--- src/design/pq_cell.sv ---
// One palette cell of the rotating entry ring.
`default_nettype none
module pq_cell (
  input  wire logic        clk,
  input  wire logic        load,
  input  wire logic [23:0] load_data,
  input  wire logic        shift,
  input  wire logic [23:0] shift_in,
  output logic      [23:0] entry
);
  always_ff @(posedge clk) begin
    if (load) begin
      entry <= load_data;
    end else if (shift) begin
      entry <= shift_in;
    end
  end
endmodule
`default_nettype wire

--- config.mk ---
export PLATFORM = sky130hd
export DESIGN_NAME = pq_cell
export DESIGN_NICKNAME = d
export VERILOG_FILES = /design/src/design/pq_cell.sv
export SDC_FILE = /design/constraint.sdc
export NUM_CORES = 1
export LEC_CHECK = 0
export CORE_ASPECT_RATIO = 1.2
export CORE_MARGIN = 2
export CORE_UTILIZATION = 40
export CTS_CLUSTER_DIAMETER = 100
export DETAILED_ROUTE_END_ITERATION = 6
export DONT_BUFFER_PORTS = 1
export SYNTH_ARGS = -nofsm -noshare
export SYNTH_HDL_FRONTEND = slang
export SYNTH_SLANG_ARGS = --single-unit
--- constraint.sdc ---
create_clock -name clk -period 2.2 [get_ports clk]
set_clock_uncertainty 0.15 [all_clocks]
set_input_delay 0.55 -clock clk [delete_from_list [all_inputs] [get_ports clk]]
set_output_delay 0.55 -clock clk [all_outputs]
set_load 0.01 [all_outputs]
; ---- Yosys cells after proc, flatten, opt, wreduce, memory -nomap -nowiden
; Index checks and enable logic that the tools add are counted.
[totals]
register_bits = 24
in_bits = 51
[classes]
mux = 2
n_reduce_logical = 1
[ops]
columns = operator, count
row1 = $mux W24, 2
row2 = $reduce_bool A2 Y1, 1

; ---- Longest topological paths before layout
[logic_depth]
ltp_word = 2
ltp_mapped = 3

; ---- Worst setup path before layout
; OpenSTA, ideal clock, no wires.
[synth_timing]
kind = input-to-reg
start = in load
end = reg entry[0], enable pin
setup_time_ps = 382
arrival_time_ps = 1395
t_required_ps = 1668
slack_ps = 273
cell_stages = 3
n_path_buf = 2
path_cell_list = buf_6 > buf_12 > or2_1
[synth_via]
elab_chain_len = 1
[synth_rtl]
columns = item, line
row1 = "start, declared", 5  ; input wire logic load,
row2 = $reduce_bool A2 Y1 (no source line), --
row3 = "end signal, assigned", 13  ; entry <= load_data;
row4 = "end signal, assigned", 15  ; entry <= shift_in;
row5 = "end, declared", 9  ; output logic [23:0] entry
; Every way passes these cells.
; A chain may end at the register's enable or synchronous reset.

; ---- Worst setup path in the final report
[layout_timing]
start = in load
end = reg entry[22], enable pin
; Same word-level chain as after synthesis.

==> results by group <==
Floorplanning
  – # IOs: between 70 and 80
  – Die ar.: around 3200 µm²
  – Core ar.: 2730 µm²
  – Die Y: ~62 µm
  – Initial Util: 41.0%
  – DIE WIDTH: 52.3 µm
  – Core Rows: 21

Power and ir drop
  – Overall Power: around 0.86 mW
  – Peak supply drop: 0.294 mV
  – Pwr per Cell Area: roughly 750 nW/µm²
  – Leak pwr: between 0.4 and 0.5 nW

Layout
  – Fill count: between 200 and 300
  – Fraction of layout cells with a size suffix above 1: about half
  – N_diodes: 0
  – Most frequent cells in the layout: edfxtp_1, mux2_4, mux2_2
  – Max FFs per register: 24
  – Post-route cell area: around 1100 µm²
  – Reg with most FFs: entry
  – Biggest regs: entry x24
  – Layout area overhead: 1.56%
  – Final net count: 105
  – Leading cell type in the layout, fill and taps excluded: edfxtp_1

Clock tree
  – Clock Tree Root: clkbuf_4
  – Clock Sinks: 24
  – CTS Hold Bufs: 0
  – TritonCTS clock tree: yes
  – Post-CTS setup buffer count: 0
  – CTS clk-pin slew, worst paths: ~0.13 ns
  – Clock buffer depth: 2
  – CTS resizes: 0
  – Cts bufs inserted: 3
  – H-tree depth: 1

Routing
  – DR DRC count: 0
  – Drt initial violations: 8
  – Final WL: roughly 1700 µm
  – Vias: roughly 450
  – Vias per Instance: about 5.2
  – DR WL/cell: slightly below 20 µm
  – Post-DRT Antenna Nets: 0
  – First-pass DRT Iterations: 3

Timing
  – Max Slew Vio Count: 0
  – Setup TNS: 0 ns
  – Slew at the pin closest to its max-slew limit: between 0.9 and 1 ns
  – Final Setup Violations: 0
  – Final worst-path cycle share: between 60% and 70%
  – Relative slew slack: between 30 and 40%
  – Final WS setup: 0.683 ns
  – Final min period: around 1.5 ns
  – WHS: between 0.3 and 0.4 ns
  – RSZ-0062 raised after global routing: false
  – Max Clk Rate: about 0.66 GHz
  – Final Hold Viols: 0

Synthesis
  – Synth top area share: ~64%
  – Yosys cell types: 6
  – Synth Area in Compound Gates: 0%
  – Largest family of logic cells by synthesized area: multiplexers
  – Adder-Cell Fraction of Synth Area: 0%
  – XOR/XNOR Fraction of Synth Area: 0%
  – Ranking of synthesized cells by area: edfxtp_1, mux2_4, mux2_2, buf_12, buf_6
  – #FFs+latches synth: 24
  – Seq/Total Area, Yosys: between 60% and 70%
  – Synth Warn #: 0
  – Mapped Area: 1120 µm²
  – Syn avg cell area: approximately 22 µm²
  – Post-Syn Instances: 52
  – Synth area leader: edfxtp_1
  – Syn Nets: 103
  – Synth Area in Simple Gates: less than 1%
  – Mux cell area share after synthesis: a little under a third

Critical path
  – Worst Setup Start Kind: primary input
  – Kind of critical path: primary input to flop
  – CP Buf/Inv Count: 0
  – CP max stage delay: ~0.74 ns
  – CP endpoint kind: flop
  – Required @ worst endpoint: between 1.5 and 2 ns
  – CP max FO: 25
  – Crit path max-delay family: simple AND/OR/NAND/NOR gates
  – Critical Path AT: approximately 1.3 ns
  – Slowest cell on crit path: or2_1
  – CP cell instances: or2_1

Global routing
  – Largest net degree at the start of global routing: 26
  – Grt ovf: 0
  – Vias in the first global route: 455
  – Total global-route track usage: about a tenth
  – First-pass GRT wire length: approximately 2200 µm
  – Initial antenna violation count: 0

Place
  – Post-DP HPWL: 1230 µm
  – Place WS: between 0.3 and 0.4 ns
  – Routability cong.: just under 0.6
  – Dpl cell area: approximately 1100 µm²
  – PortBufs: 0

Job
  – Max-cap violations: 0

Hold path
  – Tightest Hold Check Type: primary input to flop

Status
  – Status: completed
final timing paths:
check / slack (ns) / cells after the start / end / startpoint
worst max-delay path: 0.68 / 1 / entry[22] / load
worst min-delay path: 0.30 / 1 / entry[2] / load_data[2]
layer usage:
layer | GRT usage, % | vias up | routed length [µm]
met4 | 7.69 | 0 | 27
met5 | 0 | - | 0
met3 | 4.31 | 2 | 174
met1 | 8.37 | 218 | 493
met2 | 18.2 | 29 | 986
li1 | - | 203 | -
power breakdown:
| part | switching, mW | internal, mW | leakage (nW) |
|---|---|---|---|
| sequential | 0.0439 | 0.565 | 0.245 |
| combinational | 0.0165 | 0.0481 | 0.177 |
| clock | 0.119 | 0.0660 | 0.0154 |
| total | 0.180 | 0.679 | 0.437 |
stage by stage:
step           util [%]  instances
2_1_floorplan         -         52
3_3_place_gp       40.7         83
3_5_place_dp       40.7         83
4_1_cts            41.6         87
5_1_grt            41.6         87
6_report           41.6         87
final cells by class:
class	instances	area, µm²	share of cell area, %
sequential	24	721	63.4
tap	34	42.5	3.74
clock inverter	1	3.75	0.330
clock buffer	3	22.5	1.98
multi-input combinational	25	348	30.6
logic make-up after synthesis:
kind of cell / Yosys count
simple gates: 1
mux: 24
flops: 24
buf+inv: 3
cells in the mapped netlist:
cell type,number
buf_6,1
mux2_4,19
edfxtp_1,24
or2_1,1
mux2_2,5
buf_12,2
Note: power is estimated with default switching activity, not from simulation.
