$ cat src/design/pq_pkg.sv
// Shared types and constants for the palette quantizer.
`default_nettype none
package pq_pkg;

  localparam int PQ_ENTRIES = 255;
  localparam int PQ_IDX_W   = 8;
  localparam logic [7:0] PQ_TRANSPARENT = 8'd255;
  localparam logic [9:0] PQ_RECIP3 = 10'd683;   // 2^11 / 3, rounded up

  typedef enum logic [1:0] {
    FUNC_LOAD  = 2'd0,
    FUNC_QUANT = 2'd1,
    FUNC_ACCUM = 2'd2,
    FUNC_START = 2'd3
  } func_t;

  typedef enum logic [2:0] {
    ST_IDLE,
    ST_DIV,
    ST_QUOT,
    ST_SEARCH,
    ST_DRAIN,
    ST_DONE
  } state_t;

  typedef struct packed {
    logic                start;
    logic                valid;
    logic [PQ_IDX_W-1:0] idx;
  } dist_ctrl_t;

  typedef struct packed {
    logic                busy;
    logic [PQ_IDX_W-1:0] best;
  } dist_stat_t;

endpackage
`default_nettype wire

$ cat src/design/pq_dist.sv
// Squared-distance unit with running minimum over the entries fed to it.
`default_nettype none
module pq_dist import pq_pkg::*; (
  input  wire logic        clk,
  input  wire logic        rst,
  input  wire dist_ctrl_t  ctrl,
  input  wire logic [7:0]  red,
  input  wire logic [7:0]  green,
  input  wire logic [7:0]  blue,
  input  wire logic [23:0] entry,
  output dist_stat_t       stat
);
  logic [7:0]          dr, dg, db;
  logic [15:0]         sq_r, sq_g, sq_b;
  logic                s1_valid;
  logic [PQ_IDX_W-1:0] s1_idx;
  logic [17:0]         sum_sq, best_dist;
  logic                have_best;
  logic [PQ_IDX_W-1:0] best;

  always_comb begin
    dr = (red   >= entry[23:16]) ? red   - entry[23:16] : entry[23:16] - red;
    dg = (green >= entry[15:8])  ? green - entry[15:8]  : entry[15:8]  - green;
    db = (blue  >= entry[7:0])   ? blue  - entry[7:0]   : entry[7:0]   - blue;
    sum_sq = {2'b00, sq_r} + {2'b00, sq_g} + {2'b00, sq_b};
  end

  // stage one: squares
  always_ff @(posedge clk) begin
    if (rst) begin
      s1_valid <= 1'b0;
    end else begin
      s1_valid <= ctrl.valid;
    end
    sq_r   <= 16'(dr * dr);
    sq_g   <= 16'(dg * dg);
    sq_b   <= 16'(db * db);
    s1_idx <= ctrl.idx;
  end

  // stage two: sum and keep the strictly smaller
  always_ff @(posedge clk) begin
    if (rst || ctrl.start) begin
      have_best <= 1'b0;
    end else if (s1_valid && (!have_best || sum_sq < best_dist)) begin
      have_best <= 1'b1;
      best_dist <= sum_sq;
      best      <= s1_idx;
    end
  end

  assign stat.busy = s1_valid;
  assign stat.best = best;
endmodule
`default_nettype wire

$ cat config.mk
export PLATFORM = sky130hd
export DESIGN_NAME = pq_dist
export DESIGN_NICKNAME = d
export VERILOG_FILES = /design/src/design/pq_pkg.sv /design/src/design/pq_dist.sv
export SDC_FILE = /design/constraint.sdc
export NUM_CORES = 1
export LEC_CHECK = 0
export ABC_AREA = 1
export BUFFER_PORTS_ARGS = -buffer_cell sky130_fd_sc_hd__buf_2
export CORE_AREA = 2 2 129 131
export CTS_BUF_LIST = sky130_fd_sc_hd__clkbuf_8
export CTS_CLUSTER_SIZE = 16
export DETAILED_ROUTE_END_ITERATION = 8
export DIE_AREA = 0 0 131 133
export GPL_TIMING_DRIVEN = 0
export PLACE_DENSITY = 0.95
export SYNTH_ARGS = -nofsm -noshare
export SYNTH_HDL_FRONTEND = slang
export SYNTH_SLANG_ARGS = --single-unit
export TNS_END_PERCENT = 1
$ cat constraint.sdc
create_clock -name clk -period 10.35 [get_ports clk]
set_input_delay 0 -clock clk [delete_from_list [all_inputs] [get_ports clk]]
set_output_delay 0 -clock clk [all_outputs]
set_load 0.05 [all_outputs]
Word-level counts from Yosys, hierarchy flattened:

Index checks and enable logic that the tools add are counted.

* register bits: 84
* bits of input ports: 60
* output and inout port bits: 9
* logic and storage cells: 32

* $add $sub $neg: 8
* $mul: 3
* magnitude comparators: 4
* muxes and demuxes: 3
* bitwise gates (word level): 1
* reductions and logical operators: 5

Operator list (count)
* $mul 8x8->16: 3
* $sub 8x8->8: 6
* $ge 8x8->1: 3
* $mux 8: 3
* $add 17x16->18: 1
* $lt 18x18->1: 1
* $add 16x16->17: 1
* $logic_or 1x1->1: 2
* $reduce_and 2->1: 1
* $logic_and 1x1->1: 1
* $logic_not 1->1: 1
* $not 1->1: 1

Logic depth before layout (Yosys ltp):

* depth after elaboration: 6
* mapped depth: 32
* mapped depth without buffers: 31

Worst setup path before layout:

OpenSTA, ideal clock, no wires.

* path kind: in2reg
* start: input blue[0]
* end: register sq_b[13]
* setup time: 112 ps
* data arrival time: 4818 ps
* required time: 10238 ps
* path slack: 5420 ps
* stages on the path: 29
* buffers on the path: 0
* path through: inv_1 > ha_1 > inv_1 > fa_1 > nand3_1 > nand3_1 > nand2_1 > nand2_1 > nor2_2 > nand2_1 > nand2_2 > inv_2 > nor2_4 > inv_1 > fa_1 > inv_1 > fa_1 > inv_1 > fa_1 > fa_1 > inv_1 > ha_1 > a21oi_1 > a21boi_0 > o21ai_0 > nand2_1 > nand2_1 > nand2_1 > nand2_1

* longest elaborated chain between the ends: 3
* elaborated cells on any way between the ends: 5
* those cells by class: add/sub: 2; mul: 1; order compare: 1; mux: 1

Ends and longest elaborated chain
* from (decl): line pq_dist.sv:9 `input wire logic [7:0] blue,`
* $sub 8x8->8 or $ge 8x8->1 (tied branches): line pq_dist.sv:24 `db = (blue >= entry[7:0]) ? blue - entry[7:0] : entry[7:0] - blue;`
* $mux 8 *: line pq_dist.sv:24
* $mul 8x8->16 *: line pq_dist.sv:37 `sq_b <= 16'(db * db);`
* to (signal assigned): line pq_dist.sv:37
* to (decl): line pq_dist.sv:14 `logic [15:0] sq_r, sq_g, sq_b;`

Mark *: on every way between the ends. The rest lies on a longest branch, timed or not.
A chain may end at the register's enable or synchronous reset.

Worst setup path after layout:

* start: input red[0]
* end: register sq_r[13]

* longest elaborated chain between the ends: 3
* elaborated cells on any way between the ends: 5
* those cells by class: add/sub: 2; mul: 1; order compare: 1; mux: 1

Ends and longest elaborated chain
* from (decl): line pq_dist.sv:7 `input wire logic [7:0] red,`
* $sub 8x8->8 or $ge 8x8->1 (tied branches): line pq_dist.sv:22 `dr = (red >= entry[23:16]) ? red - entry[23:16] : entry[23:16] - red;`
* $mux 8 *: line pq_dist.sv:22
* $mul 8x8->16 *: line pq_dist.sv:35 `sq_r <= 16'(dr * dr);`
* to (signal assigned): line pq_dist.sv:35
* to (decl): line pq_dist.sv:14

Marked as above.

==> results.toml <==
[run_status]
outcome = "finished, final reports clean"

[timing]
rsz0062_at_grt = "no"
finalHoldViolations = 0
layout_min_cycle_time_ns = 5.29
worstMarginPinSlew_ns = 0.870
slew_headroom_pct = 42.0
slew_viol_final = 0
finalSetupViolCount = 0
clock.fmax_mhz = 189
finalSetupTns_ns = 0
final.setup_skew_ns = 0.00700
final.period_utilization_pct = 51.1

[global_routing]
track_usage_pct = 28.3
grt_pass1_wl_mm = 40.7
grt_overflow = 0
antenna_found_initial = 0
grt_max_degree = 16
grt_pass1_vias = 9691

[setup_path]
crit_fanout = 8
worstSetupStartpointType = "primary input"
cp.required_ns = 10.59
crit_arrival_ns = 5.53
r2r-start = "sq_r[4]$_DFF_P_"
r2r_cells = 16
path_class = "primary input to flop"
ff2ff_setup_slack_ns = 5.89
startpoint = "red[0]"
cp-end-kind = "flop"

[detailed_routing]
ant_nets = 0
vias_per_cell = 5.29
routedWlPerCell_um = 13.2
via_count = 9327
drtIter0Drc = 488
drt-total-wl_mm = 23.3
detail_route.first_pass.iterations = 7
drc = 0

[cells_and_area]
drive_gt1_share_pct = 11.0
diodes = 0
fin_nets = 1862
area_growth_pct = 8.25
nFillCells = 1160

[synth]
synth-seq-cells = 81
ys_async_sr_fraction_pct = 0
synth_cell_types = 43
ys.flop_type = "dfxtp_1"
synth_edf_count = 26
syn_area_per_cell_um2 = 7.65
ys_warn_count = 0
ys_seq_area_share_pct = 17.0
syn_area_mm2 = 0.0111
syn_inst = 1447

[cts]
cts_setup_buffers = 0
cts_max_path_buffers = 2
path_clk_slew_ns = 0.08
cts_root_buf = "clkbuf_8"
hold_buffers = 11
cts_num_sinks = 81
cts_max_level = 3
cts-buffers-inserted = 9
cts_tree = "yes"
clk_latency_ns = 0.36
cts_resized = 0

[floorplanning]
ios = 69
fp-row-count = 47
core_area_mm2 = 0.0162
fp.dieH_um = 133
initial_core_util_pct = 68.4
dieArea_mm2 = 0.0174
die_w_um = 131

[place]
place_hpwl_mm = 19.1
gp_routability_congestion = 0.902
io_buffer_count = 68

[flow_run]
drv_cap = 0

[worst_hold_path]
hold_class = "primary input to flop"
hold_depth = 3
min_from = "entry[16]"
-- cells in the final DEF (no fill, tap or decap), drive strengths merged, types with 6 or more instances in the layout --
master / instances
dlygate4sd3: 11
o21ai: 31
nor2: 117
or2: 6
dfxtp: 55
nand2: 348
inv: 339
buf: 79
xnor2: 28
xor2: 39
clkbuf: 9
nand4: 16
edfxtp: 26
nand3: 67
a21oi: 68
fa: 97
ha: 166
o21bai: 8
-- path summary, 6_finish.rpt --
path / end
worst max-delay path: sq_r[13]$_DFF_P_
worst min-delay path: sq_r[0]$_DFF_P_
worst max register to register: best_dist[14]$_DFFE_PP_
worst min register to register: best[2]$_DFFE_PP_
-- flip-flops by register name, indices dropped and copies added, names as in the netlist --
name	cells
sq_b	15
s1_idx	8
sq_r	15
s1_valid	1
best_dist	18
have_best	1
best	8
sq_g	15
-- synthesized netlist by cell type (all sizes together) (3+ instances only) --
master / count / area share, %
a21o: 4 / 0.27
o21bai: 8 / 0.54
ha: 166 / 19
buf: 10 / 0.76
nand3: 67 / 3.1
fa: 97 / 18
dfxtp: 55 / 10
a21oi: 68 / 3.2
xnor2: 28 / 2.2
edfxtp: 26 / 7.1
nand2: 348 / 13
nand3b: 3 / 0.54
or2: 6 / 0.34
nand4: 16 / 0.90
inv: 337 / 11
xor2: 39 / 3.1
nor2: 117 / 4.6
o21ai: 31 / 1.6
a21boi: 4 / 0.27
nor3: 5 / 0.27
-- cells by family (layout without fill, tap and decap cells) --
kind of cell    after synthesis  after routing  synth area share [%]
fa+ha+maj                   263            263                  36.3
simple gates                565            565                  22.7
other cells                   2              3                0.0679
xor+xnor                     67             67                  5.30
buf+inv                     347            443                  12.2
flops                        81             81                  17.0
compound gates              122            122                  6.39
-- worst max-delay path, stage by stage --
cell      delay (ns)
buf_2           0.10
inv_1           0.05
ha_1            0.14
inv_1           0.06
fa_1            0.42
nand3_1         0.11
nand3_1         0.14
nand2_2         0.14
nand3b_4        0.15
o21ai_2         0.28
inv_2           0.15
nor2_1          0.23
fa_1            0.46
fa_1            0.55
inv_1           0.06
fa_1            0.51
fa_1            0.55
inv_1           0.04
ha_1            0.35
a21oi_1         0.23
a21boi_0        0.34
o21ai_0         0.18
nand2_1         0.11
nand2_1         0.05
nand2_1         0.05
nand2_1         0.07
-- layer usage --
| metal | track usage [%] | vias up | routed length, um |
|---|---|---|---|
| met5 | 0 | - | 0 |
| met4 | 9.63 | 0 | 756 |
| met3 | 4.16 | 80 | 1120 |
| met2 | 52.9 | 305 | 12200 |
| met1 | 32.4 | 4325 | 9220 |
| li1 | - | 4617 | - |
-- metrics by stage --
stage	setup slack, ns	cells	hold WS (ns)	cell area (um2)	util (%)
3_5_place_dp	4.74	1737	0.104	11700	72.4
2_1_floorplan	5.42	1448	0.0277	11100	-
6_report	5.06	1764	0.226	12000	74.1
4_1_cts	5.09	1764	0.230	12000	74.1
3_3_place_gp	4.93	1736	0.105	11700	72.3
5_1_grt	4.58	1764	0.262	12000	74.1
-- final cells by class --
cell class | count | area [um2] | area share (%)
multi-input combinational | 1020 | 7840 | 65.4
sequential | 81 | 1880 | 15.7
inverter | 337 | 1270 | 10.6
timing repair buffer | 80 | 465 | 3.89
tap | 220 | 275 | 2.30
clock buffer | 9 | 124 | 1.03
buffer | 10 | 83.8 | 0.700
clock inverter | 7 | 41.3 | 0.345
Power is left out: the tool's default activity adds up to more than one toggle a clock period on the data nets, which glitch-free logic cannot reach.
